[src/acia_sp_pkg.sv]
// ----------------------------------------------------------------------------
// ACIA serial port package
// Shared sizes, request and control codes, status bit positions and the
// item and interface types of the serial port block.
// ----------------------------------------------------------------------------
package acia_sp_pkg;

	// FIFO sizes
	localparam int TX_DEPTH = 16;
	localparam int RX_DEPTH = 16;
	localparam int TX_AW    = $clog2(TX_DEPTH);
	localparam int RX_AW    = $clog2(RX_DEPTH);
	localparam int TX_CW    = $clog2(TX_DEPTH + 1);
	localparam int RX_CW    = $clog2(RX_DEPTH + 1);

	// CTS threshold register
	localparam int            CTS_W         = 5;
	localparam logic [CTS_W-1:0] CTS_LEVEL_RST = 5'd12;

	// request types
	localparam logic [2:0] REQ_CTRL_WR = 3'd0;
	localparam logic [2:0] REQ_TX_WR   = 3'd1;
	localparam logic [2:0] REQ_RX_RD   = 3'd2;
	localparam logic [2:0] REQ_RX_PUSH = 3'd3;
	localparam logic [2:0] REQ_TX_POP  = 3'd4;
	localparam logic [2:0] REQ_HOST_CTS = 3'd5;

	// control byte fields
	localparam logic [1:0] DS_MASTER_RST = 2'b11;
	localparam logic [1:0] DS_QUEUE_LB   = 2'b10;
	localparam logic [1:0] TC_TX_IRQ     = 2'b01;
	localparam logic [1:0] TC_RTS_OFF    = 2'b10;
	localparam logic [1:0] TC_CLOSE_LB   = 2'b11;
	localparam int CTRL_RXIRQ_BIT = 7;

	// status bit positions
	localparam int ST_RDRF = 0;
	localparam int ST_TDRE = 1;
	localparam int ST_CTS  = 3;
	localparam int ST_IRQ  = 7;

	// receive holding register update select
	localparam logic [2:0] HOLD_KEEP   = 3'd0;
	localparam logic [2:0] HOLD_CLEAR  = 3'd1;
	localparam logic [2:0] HOLD_DIRECT = 3'd2;
	localparam logic [2:0] HOLD_RAM    = 3'd3;
	localparam logic [2:0] HOLD_FWD    = 3'd4;

	typedef struct packed {
		logic [2:0] req_type;
		logic [7:0] data_byte;
		logic       cts_flag;
	} in_item_t;

	typedef struct packed {
		logic [7:0] status_byte;
		logic [7:0] rx_data;
		logic       irq;
		logic [7:0] tx_byte;
		logic       tx_valid;
		logic       dropped;
	} out_item_t;

	typedef struct packed {
		logic             we;
		logic [TX_AW-1:0] waddr;
		logic [7:0]       wdata;
		logic             re;
		logic [TX_AW-1:0] raddr;
	} tx_ram_op_t;

	typedef struct packed {
		logic             we;
		logic [RX_AW-1:0] waddr;
		logic [7:0]       wdata;
		logic             re;
		logic [RX_AW-1:0] raddr;
	} rx_ram_op_t;

	// item in flight between the control stage and the output register
	typedef struct packed {
		logic [7:0] status_byte;
		logic       irq;
		logic       tx_valid;
		logic       dropped;
		logic [2:0] hold_sel;
		logic [7:0] hold_data;
	} s1_item_t;

endpackage

[src/acia_sp_ram.sv]
// ----------------------------------------------------------------------------
// ACIA serial port RAM
// Generic single write port, single read port RAM with registered read data.
// ----------------------------------------------------------------------------
module acia_sp_ram #(
	parameter int WIDTH = 8,
	parameter int DEPTH = 16
) (
	input  logic                     clk,
	input  logic                     we,
	input  logic [$clog2(DEPTH)-1:0] waddr,
	input  logic [WIDTH-1:0]         wdata,
	input  logic                     re,
	input  logic [$clog2(DEPTH)-1:0] raddr,
	output logic [WIDTH-1:0]         rdata
);

	logic [WIDTH-1:0] mem_q [DEPTH];

	// write port
	always_ff @(posedge clk) begin
		if (we) begin
			mem_q[waddr] <= wdata;
		end
	end

	// registered read, holds when idle
	always_ff @(posedge clk) begin
		if (re) begin
			rdata <= mem_q[raddr];
		end
	end

endmodule

[src/acia_sp_ctrl.sv]
// ----------------------------------------------------------------------------
// ACIA serial port control
// Holds counts, pointers, mode flags and the CTS threshold, decodes each
// item, issues FIFO RAM accesses and registers the item's flags for stage 2.
// ----------------------------------------------------------------------------
module acia_sp_ctrl (
	input  logic                    clk,
	input  logic                    arst_n,
	input  logic                    in_valid,
	output logic                    in_ready,
	input  acia_sp_pkg::in_item_t   in_item,
	input  logic                    cfg_wr_en,
	input  logic [acia_sp_pkg::CTS_W-1:0] cfg_wr_data,
	input  logic                    s1_adv,
	output logic                    s1_valid,
	output acia_sp_pkg::s1_item_t   s1_item,
	output acia_sp_pkg::tx_ram_op_t tx_op,
	output acia_sp_pkg::rx_ram_op_t rx_op
);

	logic [acia_sp_pkg::TX_CW-1:0] tx_cnt_q, n_tx_cnt;
	logic [acia_sp_pkg::RX_CW-1:0] rx_cnt_q, n_rx_cnt;
	logic [acia_sp_pkg::TX_AW-1:0] tx_head_q, tx_tail_q, n_tx_head, n_tx_tail;
	logic [acia_sp_pkg::RX_AW-1:0] rx_head_q, rx_tail_q, n_rx_head, n_rx_tail;
	logic txirq_q, rxirq_q, rts_off_q, lb_close_q, lb_queue_q, host_cts_q, rbf_q;
	logic n_txirq, n_rxirq, n_rts_off, n_lb_close, n_lb_queue, n_host_cts, n_rbf;
	logic [acia_sp_pkg::CTS_W-1:0] cts_level_q;
	logic                  s1_valid_q;
	acia_sp_pkg::s1_item_t s1_q, n_s1;
	logic                  accept;
	logic [1:0]            ds, tc;
	logic                  tbe, cts_off;

	assign in_ready = !s1_valid_q || s1_adv;
	assign accept   = in_valid && in_ready;
	assign s1_valid = s1_valid_q;
	assign s1_item  = s1_q;
	assign ds       = in_item.data_byte[1:0];
	assign tc       = in_item.data_byte[6:5];

	// item decode and post-item refresh
	always_comb begin
		n_tx_cnt   = tx_cnt_q;
		n_rx_cnt   = rx_cnt_q;
		n_tx_head  = tx_head_q;
		n_tx_tail  = tx_tail_q;
		n_rx_head  = rx_head_q;
		n_rx_tail  = rx_tail_q;
		n_txirq    = txirq_q;
		n_rxirq    = rxirq_q;
		n_rts_off  = rts_off_q;
		n_lb_close = lb_close_q;
		n_lb_queue = lb_queue_q;
		n_host_cts = host_cts_q;
		n_rbf      = rbf_q;
		tx_op      = '0;
		rx_op      = '0;
		n_s1       = '0;
		n_s1.hold_sel = acia_sp_pkg::HOLD_KEEP;
		tbe        = 1'b0;
		cts_off    = 1'b0;

		if (accept) begin
			unique case (in_item.req_type)
				acia_sp_pkg::REQ_CTRL_WR: begin
					if (ds == acia_sp_pkg::DS_MASTER_RST) begin
						n_tx_cnt   = '0;
						n_rx_cnt   = '0;
						n_tx_head  = '0;
						n_tx_tail  = '0;
						n_rx_head  = '0;
						n_rx_tail  = '0;
						n_txirq    = 1'b0;
						n_rxirq    = 1'b0;
						n_rts_off  = 1'b0;
						n_lb_close = 1'b0;
						n_lb_queue = 1'b0;
						n_host_cts = 1'b0;
						n_rbf      = 1'b0;
						n_s1.hold_sel = acia_sp_pkg::HOLD_CLEAR;
					end else begin
						n_rts_off  = (tc == acia_sp_pkg::TC_RTS_OFF);
						n_lb_close = (tc == acia_sp_pkg::TC_CLOSE_LB);
						n_lb_queue = (tc != acia_sp_pkg::TC_CLOSE_LB) &&
							(ds == acia_sp_pkg::DS_QUEUE_LB);
						n_txirq    = (tc == acia_sp_pkg::TC_TX_IRQ);
						n_rxirq    = in_item.data_byte[acia_sp_pkg::CTRL_RXIRQ_BIT];
					end
				end
				acia_sp_pkg::REQ_TX_WR: begin
					if (lb_close_q) begin
						n_rbf          = 1'b1;
						n_s1.hold_sel  = acia_sp_pkg::HOLD_DIRECT;
						n_s1.hold_data = in_item.data_byte;
					end else if (lb_queue_q) begin
						if (rx_cnt_q < acia_sp_pkg::RX_CW'(acia_sp_pkg::RX_DEPTH)) begin
							rx_op.we    = 1'b1;
							rx_op.waddr = rx_tail_q;
							rx_op.wdata = in_item.data_byte;
							n_rx_tail   = (rx_tail_q ==
								acia_sp_pkg::RX_AW'(acia_sp_pkg::RX_DEPTH - 1)) ?
								'0 : rx_tail_q + 1'b1;
							n_rx_cnt    = rx_cnt_q + 1'b1;
						end else begin
							n_s1.dropped = 1'b1;
						end
					end else begin
						if (tx_cnt_q < acia_sp_pkg::TX_CW'(acia_sp_pkg::TX_DEPTH)) begin
							tx_op.we    = 1'b1;
							tx_op.waddr = tx_tail_q;
							tx_op.wdata = in_item.data_byte;
							n_tx_tail   = (tx_tail_q ==
								acia_sp_pkg::TX_AW'(acia_sp_pkg::TX_DEPTH - 1)) ?
								'0 : tx_tail_q + 1'b1;
							n_tx_cnt    = tx_cnt_q + 1'b1;
						end else begin
							n_s1.dropped = 1'b1;
						end
					end
				end
				acia_sp_pkg::REQ_RX_RD: begin
					n_rbf = 1'b0;
				end
				acia_sp_pkg::REQ_RX_PUSH: begin
					if (rx_cnt_q < acia_sp_pkg::RX_CW'(acia_sp_pkg::RX_DEPTH)) begin
						rx_op.we    = 1'b1;
						rx_op.waddr = rx_tail_q;
						rx_op.wdata = in_item.data_byte;
						n_rx_tail   = (rx_tail_q ==
							acia_sp_pkg::RX_AW'(acia_sp_pkg::RX_DEPTH - 1)) ?
							'0 : rx_tail_q + 1'b1;
						n_rx_cnt    = rx_cnt_q + 1'b1;
					end else begin
						n_s1.dropped = 1'b1;
					end
				end
				acia_sp_pkg::REQ_TX_POP: begin
					if (tx_cnt_q != '0) begin
						tx_op.re      = 1'b1;
						tx_op.raddr   = tx_head_q;
						n_tx_head     = (tx_head_q ==
							acia_sp_pkg::TX_AW'(acia_sp_pkg::TX_DEPTH - 1)) ?
							'0 : tx_head_q + 1'b1;
						n_tx_cnt      = tx_cnt_q - 1'b1;
						n_s1.tx_valid = 1'b1;
					end
				end
				acia_sp_pkg::REQ_HOST_CTS: begin
					n_host_cts = in_item.cts_flag;
				end
				default: begin
				end
			endcase

			// stage a receive byte into the holding register
			if (!n_rbf && n_rx_cnt != '0 && !n_rts_off) begin
				rx_op.re  = 1'b1;
				rx_op.raddr = n_rx_head;
				n_rx_head = (n_rx_head == acia_sp_pkg::RX_AW'(acia_sp_pkg::RX_DEPTH - 1)) ?
					'0 : n_rx_head + 1'b1;
				n_rx_cnt  = n_rx_cnt - 1'b1;
				n_rbf     = 1'b1;
				// byte written in this same item: forward it past the RAM
				if (rx_op.we && rx_op.waddr == rx_op.raddr) begin
					n_s1.hold_sel  = acia_sp_pkg::HOLD_FWD;
					n_s1.hold_data = rx_op.wdata;
				end else begin
					n_s1.hold_sel  = acia_sp_pkg::HOLD_RAM;
				end
			end

			// status refresh
			tbe     = n_tx_cnt < acia_sp_pkg::TX_CW'(acia_sp_pkg::TX_DEPTH);
			cts_off = (int'(n_tx_cnt) > int'(cts_level_q)) || n_host_cts;
			n_s1.irq = (n_rxirq && n_rbf) || (n_txirq && tbe && !cts_off);
			n_s1.status_byte[acia_sp_pkg::ST_RDRF] = n_rbf;
			n_s1.status_byte[acia_sp_pkg::ST_TDRE] = tbe && !cts_off;
			n_s1.status_byte[acia_sp_pkg::ST_CTS]  = cts_off;
			n_s1.status_byte[acia_sp_pkg::ST_IRQ]  = n_s1.irq;
		end
	end

	// control state
	always_ff @(posedge clk or negedge arst_n) begin
		if (!arst_n) begin
			tx_cnt_q   <= '0;
			rx_cnt_q   <= '0;
			tx_head_q  <= '0;
			tx_tail_q  <= '0;
			rx_head_q  <= '0;
			rx_tail_q  <= '0;
			txirq_q    <= 1'b0;
			rxirq_q    <= 1'b0;
			rts_off_q  <= 1'b0;
			lb_close_q <= 1'b0;
			lb_queue_q <= 1'b0;
			host_cts_q <= 1'b0;
			rbf_q      <= 1'b0;
		end else if (accept) begin
			tx_cnt_q   <= n_tx_cnt;
			rx_cnt_q   <= n_rx_cnt;
			tx_head_q  <= n_tx_head;
			tx_tail_q  <= n_tx_tail;
			rx_head_q  <= n_rx_head;
			rx_tail_q  <= n_rx_tail;
			txirq_q    <= n_txirq;
			rxirq_q    <= n_rxirq;
			rts_off_q  <= n_rts_off;
			lb_close_q <= n_lb_close;
			lb_queue_q <= n_lb_queue;
			host_cts_q <= n_host_cts;
			rbf_q      <= n_rbf;
		end
	end

	// CTS threshold register, survives master reset
	always_ff @(posedge clk or negedge arst_n) begin
		if (!arst_n) begin
			cts_level_q <= acia_sp_pkg::CTS_LEVEL_RST;
		end else if (cfg_wr_en) begin
			cts_level_q <= cfg_wr_data;
		end
	end

	// stage 1 valid
	always_ff @(posedge clk or negedge arst_n) begin
		if (!arst_n) begin
			s1_valid_q <= 1'b0;
		end else if (accept) begin
			s1_valid_q <= 1'b1;
		end else if (s1_adv) begin
			s1_valid_q <= 1'b0;
		end
	end

	// stage 1 payload
	always_ff @(posedge clk) begin
		if (accept) begin
			s1_q <= n_s1;
		end
	end

endmodule

[src/acia_serial_port_unit.sv]
// ----------------------------------------------------------------------------
// ACIA serial port unit
// An accepted item passes through the stage 1 register and then the output register, which raises out_valid.
// Throughput: one item per cycle; in_ready drops only while a result waits
// on out_ready. Each FIFO RAM sees at most one write and one read per item.
// Reset: arst_n clears counts, pointers, flags and holding register and sets
// the CTS threshold to 12; FIFO contents are undefined until written.
// ----------------------------------------------------------------------------
module acia_serial_port_unit (
	input  logic                    clk,
	input  logic                    arst_n,
	input  logic                    in_valid,
	output logic                    in_ready,
	input  acia_sp_pkg::in_item_t   in_item,
	output logic                    out_valid,
	input  logic                    out_ready,
	output acia_sp_pkg::out_item_t  out_item,
	input  logic                    cfg_wr_en,
	input  logic [acia_sp_pkg::CTS_W-1:0] cfg_wr_data
);

	acia_sp_pkg::tx_ram_op_t tx_op;
	acia_sp_pkg::rx_ram_op_t rx_op;
	acia_sp_pkg::s1_item_t   s1_item;
	acia_sp_pkg::out_item_t  out_q;
	logic                    s1_valid;
	logic                    s1_adv;
	logic                    out_free;
	logic                    out_valid_q;
	logic [7:0]              tx_rdata, rx_rdata;
	logic [7:0]              holding_q, n_holding;

	assign out_free  = !out_valid_q || out_ready;
	assign s1_adv    = s1_valid && out_free;
	assign out_valid = out_valid_q;
	assign out_item  = out_q;

	acia_sp_ctrl u_ctrl (
		.clk         (clk),
		.arst_n      (arst_n),
		.in_valid    (in_valid),
		.in_ready    (in_ready),
		.in_item     (in_item),
		.cfg_wr_en   (cfg_wr_en),
		.cfg_wr_data (cfg_wr_data),
		.s1_adv      (s1_adv),
		.s1_valid    (s1_valid),
		.s1_item     (s1_item),
		.tx_op       (tx_op),
		.rx_op       (rx_op)
	);

	acia_sp_ram #(.WIDTH(8), .DEPTH(acia_sp_pkg::TX_DEPTH)) u_tx_ram (
		.clk   (clk),
		.we    (tx_op.we),
		.waddr (tx_op.waddr),
		.wdata (tx_op.wdata),
		.re    (tx_op.re),
		.raddr (tx_op.raddr),
		.rdata (tx_rdata)
	);

	acia_sp_ram #(.WIDTH(8), .DEPTH(acia_sp_pkg::RX_DEPTH)) u_rx_ram (
		.clk   (clk),
		.we    (rx_op.we),
		.waddr (rx_op.waddr),
		.wdata (rx_op.wdata),
		.re    (rx_op.re),
		.raddr (rx_op.raddr),
		.rdata (rx_rdata)
	);

	// receive holding register update
	always_comb begin
		case (s1_item.hold_sel) inside
			acia_sp_pkg::HOLD_CLEAR:                        n_holding = '0;
			acia_sp_pkg::HOLD_DIRECT, acia_sp_pkg::HOLD_FWD: n_holding = s1_item.hold_data;
			acia_sp_pkg::HOLD_RAM:                          n_holding = rx_rdata;
			default:                                        n_holding = holding_q;
		endcase
	end

	always_ff @(posedge clk or negedge arst_n) begin
		if (!arst_n) begin
			holding_q <= '0;
		end else if (s1_adv) begin
			holding_q <= n_holding;
		end
	end

	// output register
	always_ff @(posedge clk or negedge arst_n) begin
		if (!arst_n) begin
			out_valid_q <= 1'b0;
		end else if (out_free) begin
			out_valid_q <= s1_valid;
		end
	end

	always_ff @(posedge clk) begin
		if (s1_adv) begin
			out_q.status_byte <= s1_item.status_byte;
			out_q.rx_data     <= n_holding;
			out_q.irq         <= s1_item.irq;
			out_q.tx_byte     <= s1_item.tx_valid ? tx_rdata : 8'd0;
			out_q.tx_valid    <= s1_item.tx_valid;
			out_q.dropped     <= s1_item.dropped;
		end
	end

endmodule

[config.mk]
export PLATFORM = sky130hd
export DESIGN_NAME = acia_serial_port_unit
export DESIGN_NICKNAME = d
export VERILOG_FILES = /design/src/acia_sp_pkg.sv /design/src/acia_sp_ram.sv /design/src/acia_sp_ctrl.sv /design/src/acia_serial_port_unit.sv
export SDC_FILE = /design/constraint.sdc
export NUM_CORES = 1
export LEC_CHECK = 0
export BUFFER_PORTS_ARGS = -buffer_cell sky130_fd_sc_hd__buf_2
export CELL_PAD_IN_SITES_DETAIL_PLACEMENT = 1
export CELL_PAD_IN_SITES_GLOBAL_PLACEMENT = 1
export CORE_MARGIN = 2
export CORE_UTILIZATION = 53
export CTS_CLUSTER_DIAMETER = 50
export DETAILED_ROUTE_END_ITERATION = 12
export PLACE_DENSITY_LB_ADDON = 0.1
export SYNTH_ARGS = -nofsm -noshare
export SYNTH_HDL_FRONTEND = slang
export SYNTH_HIERARCHICAL = 1
export SYNTH_SLANG_ARGS = --single-unit
[constraint.sdc]
create_clock -name clk -period 5.4 [get_ports clk]
set_clock_uncertainty 0.05 [all_clocks]
set_input_delay 0.54 -clock clk [delete_from_list [all_inputs] [get_ports clk]]
set_output_delay 0.54 -clock clk [all_outputs]
set_load 0.03 [all_outputs]
==> qor.yml <==
post_synth_inst_count: 1005
grt_antenna_before_repair: 2
tritoncts.num_buffers: 42
synth-xor-area-share: 0.00165
leading_register_cell_type_out_of_synthesis: "edfxtp_1"
hold_violations: 0
report.final.setup_viol: 0
cp_top_family: "simple AND/OR/NAND/NOR gates"
cts-htree-levels: 2
max-clock-path-buffers: 3
cp_cell_instances: "nor3b_1, a21boi_0, buf_4, a22oi_1, ha_1, o221a_4, a311oi_4, and3_2, buf_12, mux4_1, a22oi_1, nand2_1"
ioPinCount: 51
final_net_count: 1103
drt_iter0_drc: 786
detail_route.wl_per_cell_um: 25.3
standard_cell_with_the_maximum_stage_delay_on_the_critical_path: "and3_2"
total_global_routing_track_utilization: 0.248
run_status: "completed"
tritoncts: "yes"
postCtsSetupBuffers: 0
max_slew.worst_pin.slew_ps: 1030
die_x_um: 177
yosysTopAreaCell: "edfxtp_1"
period_share: 0.754
yosys.area_share.simple: 0.0908
fp-row-count: 63
place.detailed.hpwl_mm: 25.0
timing.critical_path.to_type: "flop"
floorplan.initialDensity: 0.537
synth_top_family_by_area: "multiplexers"
cts.clk_slew.worst_paths_ps: 60
cts_hold_buffers: 0
post_synth_instance_area_um2: 15900
timing.critical_path.required_ps: 5620
critical_path_class: "reg -> reg"
syn_avg_cell_area_um2: 15.8
max_freq_ghz: 0.245
maxSlewViolCount: 0
chipHeight_um: 177
crit_buf_inv: 2
placed_area_um2: 16500
area.growth.synth_to_final_pct: 11.6
synthAdderAreaFrac: 0.0110
muxShareOfSynthArea: 0.106
fin_setup_tns_ps: 0
maxCapViolations: 0
crit_path_frequent_cell: "a22oi_1"
first_pass_grt_wire_length_mm: 57.7
reg2reg_slack_ps: 1330
synth_largest_type_area_fraction: 0.596
vias_in_the_first_global_route: 9326
irDropWorstVdd_v: 0.000381
arrival_ps: 4300
drt_pre_antenna_iters: 5
fp.dieArea_um2: 31400
route.final.wire_length_mm: 37.6
postCtsResizedCells: 0
cpPeakStageDelay_ps: 640
pre_cts_ws_ps: 908
synth_edf_count: 316
synth.distinct_cells: 79
synth.top_cells.by_area: "edfxtp_1 60%, dfrtp_1 7.2%, mux4_2 5.1%, mux4_1 4.6%, nand2_1 1.7%"
finalWeightedCongestion: 0.811
synth.ff_latch_count: 364
hold_path.class: "in -> async"
ys_seq_area_frac: 0.672
power_per_cell_area_nw_per_um2: 400
critical_path.startpoint_type: "flop"
final_common_cell: "edfxtp_1"
cts.sinks: 364
postRouteAntennaNets: 0
synthesis_warnings: 6
ys_async_sr_fraction: 0.132
power.leakage_uw: 0.00643
drive_gt1_frac: 0.182
core_region_area_um2: 29600
remaining_drc_errors: 0
grt_setup_unrepaired: "false"
worst_skew_pair.late_latency_ps: 530
route.vias.total: 9184
final.min_clock_period_ps: 4070
finalWorstSetupSlack_ps: 1330
global_route.overflow_total: 0
final_cell_mix: "316 x edfxtp_1, 72 x nand2_1, 55 x nor2_1"
cts_root_buffer: "clkbuf_16"
drt-vias-per-instance: 6.17
synth_compound_area_frac: 0.0883
pin_count_of_the_biggest_net_entering_global_routing: 49
timing.hold.ws_ps: 96.2
fin_area_um2: 17800
crit_fanout: 18
final_core_util: 0.599
portBuffers: 50
timing.slew.headroom: 0.309
worst register-to-register path, cell delays in order (launching register included):
cell and delay (ps):
dfrtp_1 520, nor3b_1 280, a21boi_0 200, buf_4 220, a22oi_1 130, ha_1 230
o221a_4 150, a311oi_4 260, and3_2 640, buf_12 270, mux4_1 580, a22oi_1 210
nand2_1 90
where the power goes:
part	switching [µW]	internal, µW
logic	624	428
clock network	1110	1520
registers	196	3220
total	1930	5170
cells by family (layout without fill, tap and decap cells):
logic type	Yosys count	after routing
AND/OR/NAND/NOR	278	278
other	1	5
flip-flops	364	364
buffers and inverters	81	170
AO/OA/AOI/OAI	187	187
XOR/XNOR	3	3
multiplexers	77	77
adder cells (fa/ha/maj)	14	14
cell type report:
cell class / instances / area [µm²]
Tap cell: 390 / 488
Clock inverter: 25 / 199
Fill cell: 2713 / 11900
Timing Repair Buffer: 72 / 428
Antenna cell: 1 / 2.50
Clock buffer: 49 / 1100
Sequential cell: 364 / 10700
Inverter: 24 / 90.1
Multi-Input combinational cell: 563 / 4760
through the flow:
stage / power, µW / std cells
after floorplan: 4200 / 1008
after global placement: 4470 / 1413
after detailed placement: 4510 / 1413
after CTS: 7170 / 1487
after global routing: 7390 / 1487
final: 7100 / 1488
registers in the layout, indices dropped and copies added, names as in the netlist, 4 cells and up:
name,count
u_ctrl/rx_head_q,4
u_ctrl/rx_tail_q,4
out_item,27
u_ctrl/cts_level_q,5
u_rx_ram/rdata,8
u_ctrl/s1_item,17
u_ctrl/tx_cnt_q,5
u_tx_ram/mem_q,128
holding_q,8
u_rx_ram/mem_q,128
u_ctrl/tx_head_q,4
u_ctrl/tx_tail_q,4
u_ctrl/rx_cnt_q,5
u_tx_ram/rdata,8
worst paths after layout:
kind / startpoint / endpoint / cells past startpoint
max: u_ctrl/rx_cnt_q[4] / u_rx_ram/rdata[1] / 12
min: arst_n / holding_q[2] / 2
max reg2reg: u_ctrl/rx_cnt_q[4] / u_rx_ram/rdata[1] / 12
min reg2reg: u_ctrl/s1_item[17] / out_item[22] / 0
max in group asynchronous: arst_n / u_ctrl/rx_tail_q[3] / 2
min in group clk: cfg_wr_data[4] / u_ctrl/cts_level_q[4] / 3
synthesized netlist by cell type (13+ instances only):
library cell,number
nor2b_1,15
nand2b_1,14
and2_1,22
ha_1,14
nand3_1,17
a21oi_1,22
a22oi_1,33
nor2_1,55
mux4_1,28
edfxtp_1,316
clkbuf_1,17
o21ai_0,44
inv_1,23
and3_1,30
nand2_1,72
buf_6,13
a22o_1,14
dfrtp_1,46
nor3_1,17
mux4_2,36
a21o_1,20
routing by layer:
metal	share of wire	global-route usage
met3	0.065	0.0437
met5	0.00032	0
met4	0.023	0.0686
met2	0.47	0.383
met1	0.44	0.366
Note: power is estimated with default switching activity, not from simulation.
